`config.mk`:
```
export PLATFORM = sky130hd
export DESIGN_NAME = rtp_ed137_header_parser_flat
export DESIGN_NICKNAME = d
export VERILOG_FILES = /design/src/hdl/rtped_pkg.sv /design/src/hdl/rtped_if.sv /design/src/hdl/rtped_front.sv /design/src/hdl/rtped_queue.sv /design/src/hdl/rtped_back.sv /design/src/hdl/rtp_ed137_header_parser.sv /design/src/flat_wrapper.sv
export SDC_FILE = /design/constraint.sdc
export NUM_CORES = 1
export LEC_CHECK = 0
export ABC_AREA = 1
export BUFFER_PORTS_ARGS = -buffer_cell sky130_fd_sc_hd__buf_4
export CORE_MARGIN = 10
export CORE_UTILIZATION = 58
export CTS_BUF_LIST = sky130_fd_sc_hd__clkbuf_2 sky130_fd_sc_hd__clkbuf_4 sky130_fd_sc_hd__clkbuf_8
export CTS_CLUSTER_SIZE = 40
export DETAILED_ROUTE_END_ITERATION = 10
export PLACE_DENSITY = 0.78
export SETUP_SLACK_MARGIN = 0.15
export SLEW_MARGIN = 10
export SYNTH_ARGS = -nofsm -noshare
export SYNTH_HDL_FRONTEND = slang
export SYNTH_HIERARCHICAL = 1
export SYNTH_SLANG_ARGS = --single-unit
```
`constraint.sdc`:
```
create_clock -name clk -period 8.3 [get_ports clk]
set_input_delay 1.66 -clock clk [delete_from_list [all_inputs] [get_ports clk]]
set_output_delay 1.66 -clock clk [all_outputs]
set_load 0.01 [all_outputs]
```
`src/hdl/rtped_pkg.sv`:
```
`timescale 1ns / 1ps
// Shared types, constants and status codes for the RTP header parser with the ED-137 extension.
// Every other file of the block depends on this package.
package rtped_pkg;

	localparam int CFG_IDX_W   = 8;
	localparam int CFG_DATA_W  = 16;
	localparam int QUEUE_DEPTH = 4;

	localparam logic [CFG_IDX_W-1:0] REG_PROFILE_MAIN = 8'd0;
	localparam logic [CFG_IDX_W-1:0] REG_PROFILE_ALT  = 8'd1;

	localparam logic [1:0]  HDR_VERSION   = 2'd2;
	localparam logic [6:0]  HDR_LEN       = 7'd12;
	localparam logic [6:0]  EXT_HDR_BYTES = 7'd4;
	localparam logic [15:0] COUNT_LIMIT   = 16'hFFFF;

	localparam logic [2:0] ST_OK         = 3'd0;
	localparam logic [2:0] ST_SHORT      = 3'd1;
	localparam logic [2:0] ST_BAD_VER    = 3'd2;
	localparam logic [2:0] ST_EXT_HDR    = 3'd3;
	localparam logic [2:0] ST_EXT_BODY   = 3'd4;
	localparam logic [2:0] ST_PAD_OVER   = 3'd5;
	localparam logic [2:0] ST_OVERSIZE   = 3'd6;

	// Summary of one packet, handed from the capture side to the evaluation side.
	typedef struct packed {
		logic        oversize;
		logic [15:0] len;
		logic [7:0]  first;
		logic [15:0] seq;
		logic [31:0] stamp;
		logic [15:0] words;
		logic [8:0]  sig_top;
		logic [7:0]  last_data;
		logic        profile_hit;
	} rec_t;

	typedef struct packed {
		logic [2:0]  status;
		logic [15:0] seq_number;
		logic [31:0] time_stamp;
		logic [15:0] payload_offset;
		logic [15:0] payload_length;
		logic [2:0]  ptt_kind;
		logic        squelch;
		logic [3:0]  ptt_ident;
		logic        sct_flag;
	} res_t;

endpackage

```
`src/hdl/rtped_if.sv`:
```
`timescale 1ns / 1ps
// Handshake channels of the parser: packet bytes in, results out, register writes.
// Depends on rtped_pkg for the widths.
interface rtped_byte_if;
	logic       valid;
	logic       ready;
	logic [7:0] data_byte;
	logic       last_byte;
	modport source (output valid, data_byte, last_byte, input ready);
	modport sink (input valid, data_byte, last_byte, output ready);
endinterface

interface rtped_result_if;
	logic        valid;
	logic        ready;
	logic [2:0]  status;
	logic [15:0] seq_number;
	logic [31:0] time_stamp;
	logic [15:0] payload_offset;
	logic [15:0] payload_length;
	logic [2:0]  ptt_kind;
	logic        squelch;
	logic [3:0]  ptt_ident;
	logic        sct_flag;
	modport source (output valid, status, seq_number, time_stamp, payload_offset,
		payload_length, ptt_kind, squelch, ptt_ident, sct_flag, input ready);
	modport sink (input valid, status, seq_number, time_stamp, payload_offset,
		payload_length, ptt_kind, squelch, ptt_ident, sct_flag, output ready);
endinterface

interface rtped_cfg_if;
	logic                             valid;
	logic                             ready;
	logic [rtped_pkg::CFG_IDX_W-1:0]  index;
	logic [rtped_pkg::CFG_DATA_W-1:0] wdata;
	modport source (output valid, index, wdata, input ready);
	modport sink (input valid, index, wdata, output ready);
endinterface

```
`src/hdl/rtped_front.sv`:
```
`timescale 1ns / 1ps
// Capture side: counts packet bytes, captures header and extension fields, holds the profile
// registers and hands a packet summary to the queue on the last byte. Depends on rtped_pkg.
module rtped_front (
	input  logic            clk,
	input  logic            arst_n,
	rtped_byte_if.sink      pkt_in,
	rtped_cfg_if.sink       cfg,
	input  logic            q_full,
	output logic            push,
	output rtped_pkg::rec_t push_rec
);

	logic [15:0] byte_count_q;
	logic [7:0]  first_q;
	logic [15:0] seq_q;
	logic [31:0] stamp_q;
	logic [15:0] profile_q;
	logic [15:0] words_q;
	logic [31:0] signal_q;
	logic        oversize_q;
	logic [15:0] prof_main_q;
	logic [15:0] prof_alt_q;

	logic        take;
	logic        do_cap;
	logic        oversize_n;
	logic [15:0] ext_pos;
	logic [15:0] words_pos;
	logic [15:0] sig_pos;
	logic [15:0] count_n;
	logic [7:0]  first_n;
	logic [15:0] seq_n;
	logic [31:0] stamp_n;
	logic [15:0] profile_n;
	logic [15:0] words_n;
	logic [31:0] signal_n;

	assign pkt_in.ready = !q_full;
	assign cfg.ready    = 1'b1;
	assign take         = pkt_in.valid && pkt_in.ready;

	always_ff @(posedge clk or negedge arst_n) begin
		if (!arst_n) begin
			prof_main_q <= '0;
			prof_alt_q  <= '0;
		end else if (cfg.valid && cfg.ready) begin
			case (cfg.index)
				rtped_pkg::REG_PROFILE_MAIN: prof_main_q <= cfg.wdata;
				rtped_pkg::REG_PROFILE_ALT:  prof_alt_q  <= cfg.wdata;
				default: ;
			endcase
		end
	end

	// The extension starts on a word boundary, so the byte pairs and quads compare on upper bits.
	always_comb begin
		ext_pos    = {9'd0, rtped_pkg::HDR_LEN + {1'b0, first_q[3:0], 2'b00}};
		words_pos  = ext_pos + 16'd2;
		sig_pos    = ext_pos + 16'd4;
		oversize_n = oversize_q || (byte_count_q == rtped_pkg::COUNT_LIMIT);
		do_cap     = !oversize_n;
		count_n    = oversize_n ? byte_count_q : byte_count_q + 16'd1;
		first_n    = first_q;
		seq_n      = seq_q;
		stamp_n    = stamp_q;
		profile_n  = profile_q;
		words_n    = words_q;
		signal_n   = signal_q;
		if (do_cap) begin
			if (byte_count_q == 16'd0)
				first_n = pkt_in.data_byte;
			if (byte_count_q[15:1] == 15'd1)
				seq_n = {seq_q[7:0], pkt_in.data_byte};
			if (byte_count_q[15:2] == 14'd1)
				stamp_n = {stamp_q[23:0], pkt_in.data_byte};
			if (byte_count_q[15:1] == ext_pos[15:1])
				profile_n = {profile_q[7:0], pkt_in.data_byte};
			if (byte_count_q[15:1] == words_pos[15:1])
				words_n = {words_q[7:0], pkt_in.data_byte};
			if (byte_count_q[15:2] == sig_pos[15:2])
				signal_n = {signal_q[23:0], pkt_in.data_byte};
		end
	end

	always_comb begin
		push_rec.oversize    = oversize_n;
		push_rec.len         = byte_count_q + 16'd1;
		push_rec.first       = first_n;
		push_rec.seq         = seq_n;
		push_rec.stamp       = stamp_n;
		push_rec.words       = words_n;
		push_rec.sig_top     = signal_n[31:23];
		push_rec.last_data   = pkt_in.data_byte;
		push_rec.profile_hit = (profile_n == prof_main_q) || (profile_n == prof_alt_q);
	end

	assign push = take && pkt_in.last_byte;

	always_ff @(posedge clk or negedge arst_n) begin
		if (!arst_n) begin
			byte_count_q <= '0;
			first_q      <= '0;
			seq_q        <= '0;
			stamp_q      <= '0;
			profile_q    <= '0;
			words_q      <= '0;
			signal_q     <= '0;
			oversize_q   <= 1'b0;
		end else if (take) begin
			if (pkt_in.last_byte) begin
				byte_count_q <= '0;
				first_q      <= '0;
				seq_q        <= '0;
				stamp_q      <= '0;
				profile_q    <= '0;
				words_q      <= '0;
				signal_q     <= '0;
				oversize_q   <= 1'b0;
			end else begin
				byte_count_q <= count_n;
				first_q      <= first_n;
				seq_q        <= seq_n;
				stamp_q      <= stamp_n;
				profile_q    <= profile_n;
				words_q      <= words_n;
				signal_q     <= signal_n;
				oversize_q   <= oversize_n;
			end
		end
	end

	a_oversize_holds_count: assert property (@(posedge clk) disable iff (!arst_n)
		oversize_q |-> byte_count_q == rtped_pkg::COUNT_LIMIT)
		else $error("oversize set while the byte count is not saturated");

	a_clear_after_last: assert property (@(posedge clk) disable iff (!arst_n)
		push |=> (byte_count_q == 16'd0) && !oversize_q && (first_q == 8'd0))
		else $error("packet state not cleared after the last byte");

	a_no_push_when_full: assert property (@(posedge clk) disable iff (!arst_n)
		push |-> !q_full)
		else $error("packet summary pushed into a full queue");

endmodule

```
`src/hdl/rtped_queue.sv`:
```
`timescale 1ns / 1ps
// Short register queue of packet summaries between the capture and evaluation sides.
// Depends on rtped_pkg for the summary type.
module rtped_queue #(
	parameter int DEPTH = rtped_pkg::QUEUE_DEPTH
) (
	input  logic            clk,
	input  logic            arst_n,
	input  logic            push,
	input  rtped_pkg::rec_t push_rec,
	output logic            full,
	input  logic            pop,
	output logic            head_valid,
	output rtped_pkg::rec_t head_rec
);

	localparam int PTR_W = (DEPTH > 1) ? $clog2(DEPTH) : 1;
	localparam int CNT_W = $clog2(DEPTH + 1);

	rtped_pkg::rec_t entries_q [DEPTH];
	logic [PTR_W-1:0] wr_ptr_q;
	logic [PTR_W-1:0] rd_ptr_q;
	logic [CNT_W-1:0] count_q;
	logic             do_pop;

	assign full       = count_q == CNT_W'(DEPTH);
	assign head_valid = count_q != '0;
	assign head_rec   = entries_q[rd_ptr_q];
	assign do_pop     = pop && head_valid;

	always_ff @(posedge clk) begin
		if (push)
			entries_q[wr_ptr_q] <= push_rec;
	end

	always_ff @(posedge clk or negedge arst_n) begin
		if (!arst_n) begin
			wr_ptr_q <= '0;
			rd_ptr_q <= '0;
			count_q  <= '0;
		end else begin
			if (push)
				wr_ptr_q <= (wr_ptr_q == PTR_W'(DEPTH - 1)) ? '0 : wr_ptr_q + 1'b1;
			if (do_pop)
				rd_ptr_q <= (rd_ptr_q == PTR_W'(DEPTH - 1)) ? '0 : rd_ptr_q + 1'b1;
			if (push && !do_pop)
				count_q <= count_q + 1'b1;
			else if (!push && do_pop)
				count_q <= count_q - 1'b1;
		end
	end

	a_count_bounded: assert property (@(posedge clk) disable iff (!arst_n)
		count_q <= CNT_W'(DEPTH))
		else $error("queue fill count beyond its depth");

	a_empty_pointers_meet: assert property (@(posedge clk) disable iff (!arst_n)
		(count_q == '0) |-> (wr_ptr_q == rd_ptr_q))
		else $error("queue pointers differ while the queue is empty");

endmodule

```
`src/hdl/rtped_back.sv`:
```
`timescale 1ns / 1ps
// Evaluation side: works out status, payload offset and length and the signalling fields
// in two stages and an output register. Depends on rtped_pkg.
module rtped_back (
	input  logic            clk,
	input  logic            arst_n,
	input  logic            head_valid,
	input  rtped_pkg::rec_t head_rec,
	output logic            pop,
	rtped_result_if.source  res_out
);

	typedef struct packed {
		rtped_pkg::rec_t rec;
		logic [6:0]      off_hdr;
		logic [18:0]     ext_end;
		logic            hdr_cut;
		logic [7:0]      pad;
	} s1_t;

	typedef struct packed {
		logic [2:0]  status;
		logic        sig_ok;
		logic [15:0] seq;
		logic [31:0] stamp;
		logic [15:0] len;
		logic [18:0] off;
		logic [19:0] off_pad;
		logic [8:0]  sig_top;
	} s2_t;

	logic            adv;
	logic            s1_valid_s1;
	logic            s2_valid_s2;
	logic            out_valid_q;
	s1_t             st_s1;
	s2_t             st_s2;
	rtped_pkg::res_t res_q;
	s1_t             s1_n;
	s2_t             s2_n;
	rtped_pkg::res_t res_n;
	logic            x_bit;
	logic            body_cut;
	logic [20:0]     diff;

	assign adv = !out_valid_q || res_out.ready;
	assign pop = adv && head_valid;

	always_comb begin
		s1_n.rec     = head_rec;
		s1_n.off_hdr = rtped_pkg::HDR_LEN + {1'b0, head_rec.first[3:0], 2'b00};
		s1_n.ext_end = {12'd0, s1_n.off_hdr + rtped_pkg::EXT_HDR_BYTES}
			+ {1'b0, head_rec.words, 2'b00};
		s1_n.hdr_cut = head_rec.len < {9'd0, s1_n.off_hdr + rtped_pkg::EXT_HDR_BYTES};
		s1_n.pad     = head_rec.first[5] ? head_rec.last_data : 8'd0;
	end

	always_comb begin
		x_bit    = st_s1.rec.first[4];
		body_cut = {3'd0, st_s1.rec.len} < st_s1.ext_end;
		if (st_s1.rec.oversize)
			s2_n.status = rtped_pkg::ST_OVERSIZE;
		else if (st_s1.rec.len < {9'd0, rtped_pkg::HDR_LEN})
			s2_n.status = rtped_pkg::ST_SHORT;
		else if (st_s1.rec.first[7:6] != rtped_pkg::HDR_VERSION)
			s2_n.status = rtped_pkg::ST_BAD_VER;
		else if (x_bit && st_s1.hdr_cut)
			s2_n.status = rtped_pkg::ST_EXT_HDR;
		else if (x_bit && body_cut)
			s2_n.status = rtped_pkg::ST_EXT_BODY;
		else
			s2_n.status = rtped_pkg::ST_OK;
		s2_n.sig_ok  = x_bit && st_s1.rec.profile_hit && (st_s1.rec.words != 16'd0);
		s2_n.seq     = st_s1.rec.seq;
		s2_n.stamp   = st_s1.rec.stamp;
		s2_n.len     = st_s1.rec.len;
		s2_n.off     = x_bit ? st_s1.ext_end : {12'd0, st_s1.off_hdr};
		s2_n.off_pad = {1'b0, s2_n.off} + {12'd0, st_s1.pad};
		s2_n.sig_top = st_s1.rec.sig_top;
	end

	// A borrow out of the length minus offset and padding marks a padding overrun.
	always_comb begin
		diff                 = {5'd0, st_s2.len} - {1'b0, st_s2.off_pad};
		res_n.status         = st_s2.status;
		res_n.seq_number     = st_s2.seq;
		res_n.time_stamp     = st_s2.stamp;
		res_n.payload_offset = '0;
		res_n.payload_length = '0;
		res_n.ptt_kind       = '0;
		res_n.squelch        = 1'b0;
		res_n.ptt_ident      = '0;
		res_n.sct_flag       = 1'b0;
		if (st_s2.status == rtped_pkg::ST_OK) begin
			if (diff[20]) begin
				res_n.status = rtped_pkg::ST_PAD_OVER;
			end else begin
				res_n.payload_offset = st_s2.off[15:0];
				res_n.payload_length = diff[15:0];
				if (st_s2.sig_ok) begin
					res_n.ptt_kind  = st_s2.sig_top[8:6];
					res_n.squelch   = st_s2.sig_top[5];
					res_n.ptt_ident = st_s2.sig_top[4:1];
					res_n.sct_flag  = st_s2.sig_top[0];
				end
			end
		end
	end

	always_ff @(posedge clk or negedge arst_n) begin
		if (!arst_n) begin
			s1_valid_s1 <= 1'b0;
			s2_valid_s2 <= 1'b0;
			out_valid_q <= 1'b0;
		end else if (adv) begin
			s1_valid_s1 <= head_valid;
			s2_valid_s2 <= s1_valid_s1;
			out_valid_q <= s2_valid_s2;
		end
	end

	always_ff @(posedge clk) begin
		if (adv) begin
			st_s1 <= s1_n;
			st_s2 <= s2_n;
			res_q <= res_n;
		end
	end

	assign res_out.valid          = out_valid_q;
	assign res_out.status         = res_q.status;
	assign res_out.seq_number     = res_q.seq_number;
	assign res_out.time_stamp     = res_q.time_stamp;
	assign res_out.payload_offset = res_q.payload_offset;
	assign res_out.payload_length = res_q.payload_length;
	assign res_out.ptt_kind       = res_q.ptt_kind;
	assign res_out.squelch        = res_q.squelch;
	assign res_out.ptt_ident      = res_q.ptt_ident;
	assign res_out.sct_flag       = res_q.sct_flag;

	a_error_clears_payload: assert property (@(posedge clk) disable iff (!arst_n)
		(out_valid_q && (res_q.status != rtped_pkg::ST_OK))
		|-> (res_q.payload_offset == 16'd0) && (res_q.payload_length == 16'd0)
			&& (res_q.ptt_kind == 3'd0) && !res_q.squelch && (res_q.ptt_ident == 4'd0)
			&& !res_q.sct_flag)
		else $error("payload or signalling fields set on a failed packet");

	a_ok_offset_past_header: assert property (@(posedge clk) disable iff (!arst_n)
		(out_valid_q && (res_q.status == rtped_pkg::ST_OK))
		|-> res_q.payload_offset >= {9'd0, rtped_pkg::HDR_LEN})
		else $error("payload offset inside the fixed header");

	a_stage_held_on_stall: assert property (@(posedge clk) disable iff (!arst_n)
		(s2_valid_s2 && !adv) |=> s2_valid_s2 && $stable(st_s2))
		else $error("second stage lost its item during an output stall");

endmodule

```
`src/hdl/rtp_ed137_header_parser.sv`:
```
`timescale 1ns / 1ps
// Top level of the RTP header parser with ED-137 signalling extension.
// Depends on rtped_pkg, the channel interfaces, rtped_front, rtped_queue and rtped_back.
//
// The parser takes one packet byte per clock cycle while the queue is not full, with no gaps needed
// between packets, and gives one result for each packet: the capture logic hands a packet summary
// to a short queue, and a two-stage evaluation pipeline with an output register works out the
// status, payload offset and length and the signalling fields.
// Bytes are refused only while the queue is full, which happens when results are not taken for
// several packets in a row. Profile registers are written through the configuration channel,
// which is always ready, and should be changed only while no packet is in flight.
module rtp_ed137_header_parser #(
	parameter int QUEUE_DEPTH = rtped_pkg::QUEUE_DEPTH
) (
	input  logic           clk,
	input  logic           arst_n,
	rtped_cfg_if.sink      cfg,
	rtped_byte_if.sink     pkt_in,
	rtped_result_if.source res_out
);

	logic            q_full;
	logic            push;
	rtped_pkg::rec_t push_rec;
	logic            pop;
	logic            head_valid;
	rtped_pkg::rec_t head_rec;

	rtped_front u_front (
		.clk      (clk),
		.arst_n   (arst_n),
		.pkt_in   (pkt_in),
		.cfg      (cfg),
		.q_full   (q_full),
		.push     (push),
		.push_rec (push_rec)
	);

	rtped_queue #(
		.DEPTH (QUEUE_DEPTH)
	) u_queue (
		.clk        (clk),
		.arst_n     (arst_n),
		.push       (push),
		.push_rec   (push_rec),
		.full       (q_full),
		.pop        (pop),
		.head_valid (head_valid),
		.head_rec   (head_rec)
	);

	rtped_back u_back (
		.clk        (clk),
		.arst_n     (arst_n),
		.head_valid (head_valid),
		.head_rec   (head_rec),
		.pop        (pop),
		.res_out    (res_out)
	);

endmodule
```
`src/flat_wrapper.sv`:
```
// flat-port wrapper written by rule: the top's interface ports become plain ports
module rtp_ed137_header_parser_flat 
#(
	parameter int QUEUE_DEPTH = rtped_pkg::QUEUE_DEPTH
)
  (clk, arst_n, cfg_valid, cfg_index, cfg_wdata, cfg_ready, pkt_in_valid, pkt_in_data_byte, pkt_in_last_byte, pkt_in_ready, res_out_valid, res_out_status, res_out_seq_number, res_out_time_stamp, res_out_payload_offset, res_out_payload_length, res_out_ptt_kind, res_out_squelch, res_out_ptt_ident, res_out_sct_flag, res_out_ready);
  rtped_cfg_if cfg_i ();
  rtped_byte_if pkt_in_i ();
  rtped_result_if res_out_i ();
  input  logic clk;
  input  logic arst_n;
  input wire logic [$bits(cfg_i.valid)-1:0] cfg_valid;
  input wire logic [$bits(cfg_i.index)-1:0] cfg_index;
  input wire logic [$bits(cfg_i.wdata)-1:0] cfg_wdata;
  output wire logic [$bits(cfg_i.ready)-1:0] cfg_ready;
  input wire logic [$bits(pkt_in_i.valid)-1:0] pkt_in_valid;
  input wire logic [$bits(pkt_in_i.data_byte)-1:0] pkt_in_data_byte;
  input wire logic [$bits(pkt_in_i.last_byte)-1:0] pkt_in_last_byte;
  output wire logic [$bits(pkt_in_i.ready)-1:0] pkt_in_ready;
  output wire logic [$bits(res_out_i.valid)-1:0] res_out_valid;
  output wire logic [$bits(res_out_i.status)-1:0] res_out_status;
  output wire logic [$bits(res_out_i.seq_number)-1:0] res_out_seq_number;
  output wire logic [$bits(res_out_i.time_stamp)-1:0] res_out_time_stamp;
  output wire logic [$bits(res_out_i.payload_offset)-1:0] res_out_payload_offset;
  output wire logic [$bits(res_out_i.payload_length)-1:0] res_out_payload_length;
  output wire logic [$bits(res_out_i.ptt_kind)-1:0] res_out_ptt_kind;
  output wire logic [$bits(res_out_i.squelch)-1:0] res_out_squelch;
  output wire logic [$bits(res_out_i.ptt_ident)-1:0] res_out_ptt_ident;
  output wire logic [$bits(res_out_i.sct_flag)-1:0] res_out_sct_flag;
  input wire logic [$bits(res_out_i.ready)-1:0] res_out_ready;
  assign cfg_i.valid = cfg_valid;
  assign cfg_i.index = cfg_index;
  assign cfg_i.wdata = cfg_wdata;
  assign cfg_ready = cfg_i.ready;
  assign pkt_in_i.valid = pkt_in_valid;
  assign pkt_in_i.data_byte = pkt_in_data_byte;
  assign pkt_in_i.last_byte = pkt_in_last_byte;
  assign pkt_in_ready = pkt_in_i.ready;
  assign res_out_valid = res_out_i.valid;
  assign res_out_status = res_out_i.status;
  assign res_out_seq_number = res_out_i.seq_number;
  assign res_out_time_stamp = res_out_i.time_stamp;
  assign res_out_payload_offset = res_out_i.payload_offset;
  assign res_out_payload_length = res_out_i.payload_length;
  assign res_out_ptt_kind = res_out_i.ptt_kind;
  assign res_out_squelch = res_out_i.squelch;
  assign res_out_ptt_ident = res_out_i.ptt_ident;
  assign res_out_sct_flag = res_out_i.sct_flag;
  assign res_out_i.ready = res_out_ready;
  rtp_ed137_header_parser #(.QUEUE_DEPTH(QUEUE_DEPTH)) u_core (.clk(clk), .arst_n(arst_n), .cfg(cfg_i), .pkt_in(pkt_in_i), .res_out(res_out_i));
endmodule
```
Yosys cells after proc, flatten, opt, wreduce, memory -nomap -nowiden
Memories as Yosys holds them, arrays and structs flattened.
Cells that the tools add are included.
- bits of input ports: 38
- RAM bits: 428
- output and inout bits: 95
- register bits after elaboration: 518
- memories: 1
- memory list (memory ; depth ; width ; rd ports ; clocked after memory_dff ; wr ports ; RTL line ; RTL):
    u_core.u_queue.entries_q ; 4 ; 107 ; 1 ; 0 ; 1 ; rtped_queue.sv:20 ; rtped_pkg::rec_t entries_q [DEPTH];
- muxes and demuxes: 34
- $lt $le $gt $ge: 3
- reductions and logical operators: 30
- bitwise operators: 2
- $add $sub $neg: 13
- equality and inequality tests: 14
- operator list (cell ; number):
    $mux 32 ; 6
    $mux 16 ; 11
    $eq 16x16->1 ; 2
    $mux 3 ; 8
    $mux 8 ; 3
    $sub 16x20->21 ; 1
    $add 19x8->20 ; 1
    $add 7x18->19 ; 1
    $lt 16x19->1 ; 1
    $mux 19 ; 1
    $add 16x1->16 const B ; 1
    $eq 16x16->1 const B ; 1
    $logic_not 16->1 ; 1
    $lt 16x4->1 const B ; 1
    $lt 16x7->1 ; 1
    $reduce_bool 16->1 ; 1
    $eq 15x1->1 const B ; 1
    $eq 15x6->1 ; 1
    $eq 15x7->1 ; 1
    $add 4x6->7 const A ; 2
    $eq 14x1->1 const B ; 1
    $eq 14x6->1 ; 1
    $logic_and 1x1->1 ; 10
    $add 7x2->8 const B ; 1
    other kinds (22) ; 37

Logic depth before layout (Yosys ltp)
Gate-level depths: netlist (run 1).
- depth after elaboration: 8
- mapped depth: 21

By module
Netlist (run 1), hierarchy kept.
- modules (own cells, without submodules) (module ; area each (sq um) ; cells an instance ; seq. area each (sq um) ; instances):
    rtped_queue ; 17680.7 ; 1303 ; 13027.5 ; 1
    rtped_back ; 13013.7 ; 919 ; 9864.5 ; 1
    rtped_front ; 9042.4 ; 1202 ; 4229.1 ; 1

Worst setup path before layout (run 1)
Ideal clock, no wire load.
- path kind: input-to-reg
- start point: in res_out_ready
- end point: reg u_core.u_queue.count_q[1]
- slack: -1.325 ns
- stages on the path: 10
- data required time: 8.183 ns
- data arrival time: 9.509 ns
- buffers on the path: 0
- path through: nor2_1 inv_1 nand2_1 inv_1 nand2_1 ha_1 inv_1 fa_1 nand2_1 nand2_1
- cells in the longest elaborated chain, start to end: 6
- elaborated cells on any way between the ends: 8
- RTL lines (what ; RTL line ; RTL):
    from (decl) ; flat_wrapper.sv:30 ; input wire logic [$bits(res_out_i.ready)-1:0] res_out_ready;
    $logic_or 1x1->1 * ; rtped_back.sv:46 ; assign adv = !out_valid_q || res_out.ready;
    $logic_and 1x1->1 * ; rtped_back.sv:47 ; assign pop = adv && head_valid;
    net u_core.pop ; rtp_ed137_header_parser.sv:25 ; logic pop;
    $logic_and 1x1->1 * ; rtped_queue.sv:29 ; assign do_pop = pop && head_valid;
    $logic_not 1->1 ; rtped_queue.sv:46 ; if (push && !do_pop)
    $logic_and 1x1->1 ; rtped_queue.sv:46 ;
    $mux 3 / $reduce_bool 2->1 (equally long branches) ; n/a ;
    to (signal assigned) ; rtped_queue.sv:47 ; count_q <= count_q + 1'b1;
    to (signal assigned) ; rtped_queue.sv:49 ; count_q <= count_q - 1'b1;
    to (decl) ; rtped_queue.sv:23 ; logic [CNT_W-1:0] count_q;
The timed path passes the listed nets; every way through them passes the cells marked *.
A chain may end at the register's enable or synchronous reset.

==> results.md, run 1 <==
- Pin count of the biggest net entering global routing: 185
- Actual transition at the worst max-transition pin: 1.22 ns
- Dpl hpwl: 49.2 mm
- Standard cell core area: 67500 um2
- CTS HTree Levels: 4
- Cell chosen for the clock root: sky130_fd_sc_hd__clkbuf_8
- Total clock buffers created by CTS: 149
- Count of pins over their slew limit: 0
- Final hold violations: 0
- Data required time at the worst endpoint: 8.83 ns
- GRT Total Usage: 20.3%
- Type of the worst setup path: reg2reg
- Crit share post-route: 49.2%
- Cell-internal power: 0.0103 W
- Placed insts: 4308
- YS warnings: 6
- Clock skew after layout: 0.0260 ns
- Launching element type of the critical path: register
- RD Place Congestion: 0.882
- Flip-flop and latch count after synthesis: 933
- Final setup viols: 0
- Areal power density over the cells: 358 nW/um2
- EDFF count, synth: 754
- Resize count post-CTS: 0
- Time the worst path needs with I/O delays and setup: 4.09 ns
- Portion of total power attributed to combinational logic: 29.9%
- Routed Antenna Nets: 0
- Top flip-flop cell by instance count after synthesis: sky130_fd_sc_hd__edfxtp_1
- RSZ-0062 raised after global routing: no
- Max Clk Rate: 245 MHz
- Wire per inst: 17.5 um
- Later-pin clock latency in the skew report: 0.79 ns
- Cells after Synth: 3424
- Arr. time, crit path: 4.62 ns
- Worst reg2reg startpoint: u_core/u_queue/rd_ptr_q[1]
- Total I/O pin count: 133
- Clock power share: 24.7%
- Sequential share of the synthesized area: 68.3%
- FF-to-FF End: u_core/u_back/st_s1[23]
- Fraction of registers with async set/reset: 19.2%
- Global-route wire length before repair: 127 mm
- Endpoint kind of the worst setup timing path: register
- Num rows: 95
- Fillers: 4844
- Grt total ovfl: 0
- Count of buffers added by post-CTS timing repair for setup: 0
- Aggregate negative setup slack: 0 ns
- Max-slew headroom at the worst pin: 17.9%
- Leading cell type in the layout, fill and taps excluded: sky130_fd_sc_hd__nand2_1
- TritonCTS clock tree: built
- Share of cells above drive strength 1: 12.8%
- Die ar.: 79400 um2
- Number of violations reported at the end of detailed-routing iteration 0: 2062
- Initial standard-cell utilization of the core: 58.9%
- Leak: 19.1 nW
- # nets final: 3683
- Outcome: completed
- Routed vias: 24667
- Class of the tightest hold or removal check: reg2reg
- Part of the power in registers: 45.4%
- Hold-fix buffers at CTS: 0
- Antenna violations before repair: 1
- Die width: 282 um
- DIE HEIGHT: 282 um
- Number of buffers on the longest clock path: 3
- # Max-Cap Violations: 0
- Via count of the first global-routing pass: 23985
- FF-to-FF setup slack: 4.21 ns
- Non-filler cells in the finished layout: 4580
- Reg2Reg Depth: 17
- Critical path destination: u_core/u_back/st_s1[23]
- Growth of design area from synthesis to finish: 10.9%
- # DRC: 0
- Crit path from: u_core/u_queue/rd_ptr_q[1]
- Average size of a mapped cell: 11.6 um2
- Power spent charging and discharging nets: 0.00542 W
- Switching share of power: 34.4%
- Peak fanout along the critical path: 49
- Synth Cell Area: 39700 um2
- Worst vdd ir: 226 uV
- Total Wirelength: 80.2 mm
- Clock sink count: 933
- First-pass iteration count of the detailed router: 6
- Commonest cells after routing, fill and taps aside: sky130_fd_sc_hd__nand2_1, sky130_fd_sc_hd__edfxtp_1, sky130_fd_sc_hd__inv_1, sky130_fd_sc_hd__o211ai_1, sky130_fd_sc_hd__dfrtp_1
- Netlist cell types: 48
- Number of vias per cell after detailed routing: 5.39
- Clock transition at the registers of the reported paths: 0.06 ns
- Count of port buffers added during placement: 129
==> flip-flops by register name, summed over array words and instances, names as in the netlist, 3 cells and up <==
register and flops:
u_core/u_queue/entries_q 428, u_core/u_queue/count_q 3, u_core/u_back/res_n 48, u_core/u_back/res_out.seq_number 16, u_core/u_front/first_q 8, u_core/u_back/s2_n 73
u_core/u_front/signal_q 32, u_core/u_front/prof_main_q 16, u_core/u_back/st_s1 52, u_core/u_back/res_out.ptt_ident 4, u_core/u_front/seq_q 16, u_core/u_front/profile_q 16
u_core/u_front/byte_count_q 16, u_core/u_back/res_out.ptt_kind 3, u_core/u_front/words_q 16, u_core/u_back/res_out.payload_length 16, u_core/u_back/st_s2 63, u_core/u_front/prof_alt_q 16
u_core/u_back/res_out.time_stamp 32, u_core/u_back/res_out.status 3, u_core/u_front/stamp_q 32, u_core/u_back/res_out.payload_offset 14
==> layer usage <==
layer	vias up	GRT usage (%)	wire [um]
li1	11841	-	-
met1	11859	25.7	33300
met2	795	34.2	39500
met3	172	4.17	5040
met4	0	7.98	2360
met5	-	0	0
==> stage by stage <==
| stage | hold WS, ns | total power (W) | area, um2 | setup slack, ns | util [%] |
|---|---|---|---|---|---|
| after floorplan | 0.400 | 0.0106 | 39700 | 0.708 | - |
| after global placement | 0.401 | 0.0118 | 41000 | 3.81 | 60.8 |
| after detailed placement | 0.405 | 0.0119 | 41000 | 3.78 | 60.8 |
| after CTS | 0.411 | 0.0159 | 44000 | 4.23 | 65.2 |
| after global routing | 0.404 | 0.0167 | 44000 | 3.91 | 65.2 |
| final | 0.410 | 0.0158 | 44000 | 4.21 | 65.2 |
==> worst max-delay path, cell delays in order (launching register included) <==
cell and delay (ns):
sky130_fd_sc_hd__dfrtp_4 0.65, sky130_fd_sc_hd__inv_4 0.57, sky130_fd_sc_hd__o211ai_2 0.17, sky130_fd_sc_hd__nand2_1 0.17
sky130_fd_sc_hd__inv_1 0.10, sky130_fd_sc_hd__ha_1 0.24, sky130_fd_sc_hd__or2_2 0.32, sky130_fd_sc_hd__nand2_1 0.09
sky130_fd_sc_hd__nor2_1 0.05, sky130_fd_sc_hd__xnor2_1 0.23, sky130_fd_sc_hd__inv_1 0.07, sky130_fd_sc_hd__ha_1 0.34
sky130_fd_sc_hd__nand3_1 0.09, sky130_fd_sc_hd__nand3_1 0.11, sky130_fd_sc_hd__a21oi_1 0.11, sky130_fd_sc_hd__nor2_1 0.22
sky130_fd_sc_hd__nand3_1 0.12, sky130_fd_sc_hd__a21boi_0 0.15
==> area by class of cell <==
cell class	count	area, um2	area share (%)
sequential	933	27100	61.6
multi-input combinational	1698	9200	20.9
clock buffer	218	2660	6.03
inverter	652	2460	5.59
timing repair buffer	152	1160	2.63
tap	873	1090	2.48
clock inverter	53	348	0.790
antenna	1	2.50	0.00568
==> cell usage after synthesis (3+ instances only) <==
library cell / number / share of area, %
sky130_fd_sc_hd__nand2_1: 769 / 7.3
sky130_fd_sc_hd__edfxtp_1: 754 / 57
sky130_fd_sc_hd__inv_1: 648 / 6.1
sky130_fd_sc_hd__o211ai_1: 186 / 3.5
sky130_fd_sc_hd__dfrtp_1: 179 / 11
sky130_fd_sc_hd__o22ai_1: 119 / 1.9
sky130_fd_sc_hd__nor2_1: 115 / 1.1
sky130_fd_sc_hd__o21ai_0: 96 / 1.2
sky130_fd_sc_hd__nand3_1: 76 / 0.96
sky130_fd_sc_hd__ha_1: 55 / 1.7
sky130_fd_sc_hd__o21a_1: 50 / 0.94
sky130_fd_sc_hd__clkbuf_1: 46 / 0.43
sky130_fd_sc_hd__xor2_1: 44 / 0.97
sky130_fd_sc_hd__buf_6: 42 / 1.2
sky130_fd_sc_hd__a21oi_1: 40 / 0.50
sky130_fd_sc_hd__buf_2: 29 / 0.37
sky130_fd_sc_hd__o211ai_2: 28 / 0.88
sky130_fd_sc_hd__buf_4: 25 / 0.47
sky130_fd_sc_hd__nor2_2: 21 / 0.33
sky130_fd_sc_hd__nand3b_1: 18 / 0.34
sky130_fd_sc_hd__nor4_1: 16 / 0.25
sky130_fd_sc_hd__nor3_1: 14 / 0.18
sky130_fd_sc_hd__nand4_1: 7 / 0.11
sky130_fd_sc_hd__xnor2_1: 5 / 0.11
sky130_fd_sc_hd__fa_1: 4 / 0.20
sky130_fd_sc_hd__nand2_2: 4 / 0.063
sky130_fd_sc_hd__o21bai_1: 4 / 0.076
sky130_fd_sc_hd__a31oi_1: 3 / 0.047
==> how the worst min path moves through the flow <==
stage,start,to,slack [ns],depth (start not counted)
after detailed placement,u_core/u_back/s2_n[92],u_core/u_back/res_n[69],0.40,0
after global routing,u_core/u_back/res_n[53],u_core/u_back/res_out.time_stamp[12],0.40,0
after CTS,u_core/u_back/s2_n[2],u_core/u_back/st_s2[2],0.41,0
final,u_core/u_back/res_n[72],u_core/u_back/res_out.time_stamp[31],0.41,0
after floorplan,u_core/u_back/s2_n[64],u_core/u_back/res_n[41],0.40,0
after global placement,u_core/u_back/s2_n[69],u_core/u_back/res_n[46],0.40,0
==> power by group through the flow <==
stage	sequential, W	combinational [W]	clock (W)
floorplan	0.00717	0.00348	0
global placement	0.00721	0.00457	0
detailed placement	0.00725	0.00469	0
CTS	0.00717	0.00472	0.00398
global route	0.00726	0.00528	0.00419
finish	0.00716	0.00471	0.00389
==> cells by family after synthesis <==
group / after synthesis / synth area share, %
adders and majority gates: 59 / 1.93
AOI/OAI and AO/OA: 537 / 9.28
and+or+nand+nor: 1050 / 10.8
xor gates and xnor gates: 49 / 1.08
buffers and inverters: 794 / 8.63
other: 2 / 0.0189
DFF: 933 / 68.3
Power figures use the tool's default switching activity.
==> run 2, diff against run 1 <==
==> constraint.sdc (replaced) <==
create_clock -name clk -period 3.35 [get_ports clk]
set_input_delay 0.67 -clock clk [delete_from_list [all_inputs] [get_ports clk]]
set_output_delay 0.67 -clock clk [all_outputs]
set_load 0.01 [all_outputs]
==> results.md, run 2 (synthesized netlist as in run 1, its figures left out) <==
- Outcome: completed
- Post-route standard cell area excluding fillers: 44600 um2
- Num rows: 95
- Max-slew headroom at the worst pin: 24.1%
- RSZ-0062 raised after global routing: no
- Total clock buffers created by CTS: 150
- Launching element type of the critical path: register
- Commonest cells after routing, fill and taps aside: sky130_fd_sc_hd__nand2_1, sky130_fd_sc_hd__edfxtp_1, sky130_fd_sc_hd__inv_1, sky130_fd_sc_hd__o211ai_1, sky130_fd_sc_hd__dfrtp_1
- Worst vdd ir: 540 uV
- Final cell utilization of the core: 66.1%
- Standard cell core area: 67500 um2
- Crit share post-route: 94.6%
- Share of cells above drive strength 1: 14.2%
- Wire per inst: 17.5 um
- Die width: 282 um
- Dpl hpwl: 50.1 mm
- Die ar.: 79400 um2
- Setup slack at placement: 0.0637 ns
- # DRC: 0
- Grt total ovfl: 0
- Leading cell type in the layout, fill and taps excluded: sky130_fd_sc_hd__nand2_1
- Final setup viols: 0
- Number of buffers on the longest clock path: 3
- Count of port buffers added during placement: 129
- Pin count of the biggest net entering global routing: 209
- Max Clk Rate: 315 MHz
- Routed Antenna Nets: 0
- Post-DP Area: 41400 um2
- Library cell contributing the largest single delay on the critical path: sky130_fd_sc_hd__dfrtp_4
- TritonCTS clock tree: built
- Clock transition at the registers of the reported paths: 0.06 ns
- Leak: 19.3 nW
- Number of violations reported at the end of detailed-routing iteration 0: 1997
- Total Wirelength: 80.6 mm
- Arr. time, crit path: 3.70 ns
- Time the worst path needs with I/O delays and setup: 3.17 ns
- Clock sink count: 933
- Areal power density over the cells: 895 nW/um2
- # nets final: 3717
- Worst reg2reg startpoint: u_core/u_queue/rd_ptr_q[0]
- Count of pins over their slew limit: 0
- Later-pin clock latency in the skew report: 0.79 ns
- Via count of the first global-routing pass: 24759
- Final hold violations: 0
- GRT Total Usage: 20.6%
- Antenna violations before repair: 3
- CTS HTree Levels: 4
- Peak fanout along the critical path: 8
- Cell chosen for the clock root: sky130_fd_sc_hd__clkbuf_8
- Fillers: 4828
- Actual transition at the worst max-transition pin: 1.14 ns
- # Max-Cap Violations: 0
- Number of vias per cell after detailed routing: 5.37
- Largest reg by FF count: u_core/u_queue/entries_q
- Global-route wire length before repair: 129 mm
- Crit path from: u_core/u_queue/rd_ptr_q[0]
- Initial standard-cell utilization of the core: 58.9%
- Routed vias: 24780
- Clock skew after layout: 0.0292 ns
- Placed insts: 4335
- Worst Min Path Start: cfg_wdata[1]
- Gate family responsible for the most delay along the worst path: simple AND/OR/NAND/NOR gates
- Endpoint kind of the worst setup timing path: register
- Ordered list of cells on the worst path: buf_6 -> o211ai_1 -> nand2_2 -> inv_2 -> ha_4 -> or2_2 -> nand2_1 -> nor2_2 -> xnor2_2 -> inv_1 -> ha_4 -> nand3_1 -> nand3_2 -> a21oi_4 -> nor2_2 -> a31oi_1 -> nor2_1
- Crit path buffers/inverters: 3
- Growth of design area from synthesis to finish: 12.3%
- Data required time at the worst endpoint: 3.88 ns
- Maximum cell stage delay along the critical path: 0.51 ns
- RD Place Congestion: 0.881
- Total I/O pin count: 133
- Type of the worst setup path: reg2reg
- Flip-flop count of the largest register after layout: 428
- Class of the tightest hold or removal check: in2reg
- DIE HEIGHT: 282 um
- Hold_ws: 0.161 ns
- Worst-case setup margin in the final layout: 0.180 ns
- First-pass iteration count of the detailed router: 6
- Non-filler cells in the finished layout: 4617
[run 2: cell count changes in the layout (fill, tap and decap cells not counted), moves of 4 or more]
| cell | before | now |
|---|---|---|
| sky130_fd_sc_hd__buf_4 | 150 | 171 |
| sky130_fd_sc_hd__buf_12 | 1 | 11 |
| sky130_fd_sc_hd__clkinv_2 | 17 | 12 |
| sky130_fd_sc_hd__clkinvlp_4 | 8 | 13 |
| sky130_fd_sc_hd__nor2_1 | 115 | 110 |
| sky130_fd_sc_hd__clkinv_1 | 24 | 28 |
| sky130_fd_sc_hd__inv_4 | 5 | 1 |
| sky130_fd_sc_hd__nand2_1 | 768 | 764 |
| sky130_fd_sc_hd__nand2_2 | 5 | 9 |
[run 2: final cells by class]
cell class | count | area [um2] | area share, %
Clock inverter | 52 | 358 | 0.802
Inverter | 652 | 2470 | 5.53
Sequential cell | 933 | 27100 | 60.8
Antenna cell | 1 | 2.50 | 0.00561
Multi-Input combinational cell | 1698 | 9330 | 20.9
Tap cell | 873 | 1090 | 2.45
Clock buffer | 223 | 2710 | 6.07
Timing Repair Buffer | 185 | 1540 | 3.44
[run 2: power breakdown]
group,internal [W],total (W),switching [W]
registers,0.0165,0.0176,0.00103
logic,0.00428,0.0126,0.00832
clock network,0.00548,0.00977,0.00429
total,0.0263,0.0399,0.0136
[run 2: tightest hold or removal path, stage by stage]
cell and delay [ns]:
sky130_fd_sc_hd__buf_4 0.10, sky130_fd_sc_hd__inv_1 0.05, sky130_fd_sc_hd__o21ai_0 0.08
[run 2: metal layers]
metal / up-vias / wire length, um / global-route usage, %
li1: 11919 / - / -
met1: 11959 / 33500 / 25.8
met2: 730 / 40100 / 34.9
met3: 170 / 4810 / 4.19
met4: 2 / 2190 / 8.12
met5: - / 12 / 0
[run 2: path summary, 6_finish.rpt]
path / end / slack [ns] / cells past startpoint
max in group asynchronous: u_core/u_front/words_q[8] / 2.14 / 3
worst min register to register: u_core/u_back/res_n[44] / 0.41 / 0
min in group asynchronous: u_core/u_front/stamp_q[6] / 0.44 / 2
worst min-delay path: u_core/u_front/prof_main_q[1] / 0.16 / 3
worst max register to register: u_core/u_back/st_s1[19] / 0.18 / 17
worst max-delay path: u_core/u_back/st_s1[19] / 0.18 / 17
[run 2: through the flow]
| step | power [W] | setup TNS, ns |
|---|---|---|
| floorplan | 0.0264 | -909.21 |
| global placement | 0.0295 | 0 |
| detailed placement | 0.0300 | 0 |
| CTS | 0.0398 | 0 |
| global route | 0.0424 | 0 |
| finish | 0.0399 | 0 |
[run 2: repair_timing]
| item | CTS | global route |
|---|---|---|
| endpoints found under the setup margin | 3 | 12 |
| buffers inserted | 0 | 5 |
| endpoints found under the hold margin | 54 | 0 |
| gates resized for setup | 1 | 25 |
| hold buffers | 1 | 0 |
| pin swaps | 0 | 10 |
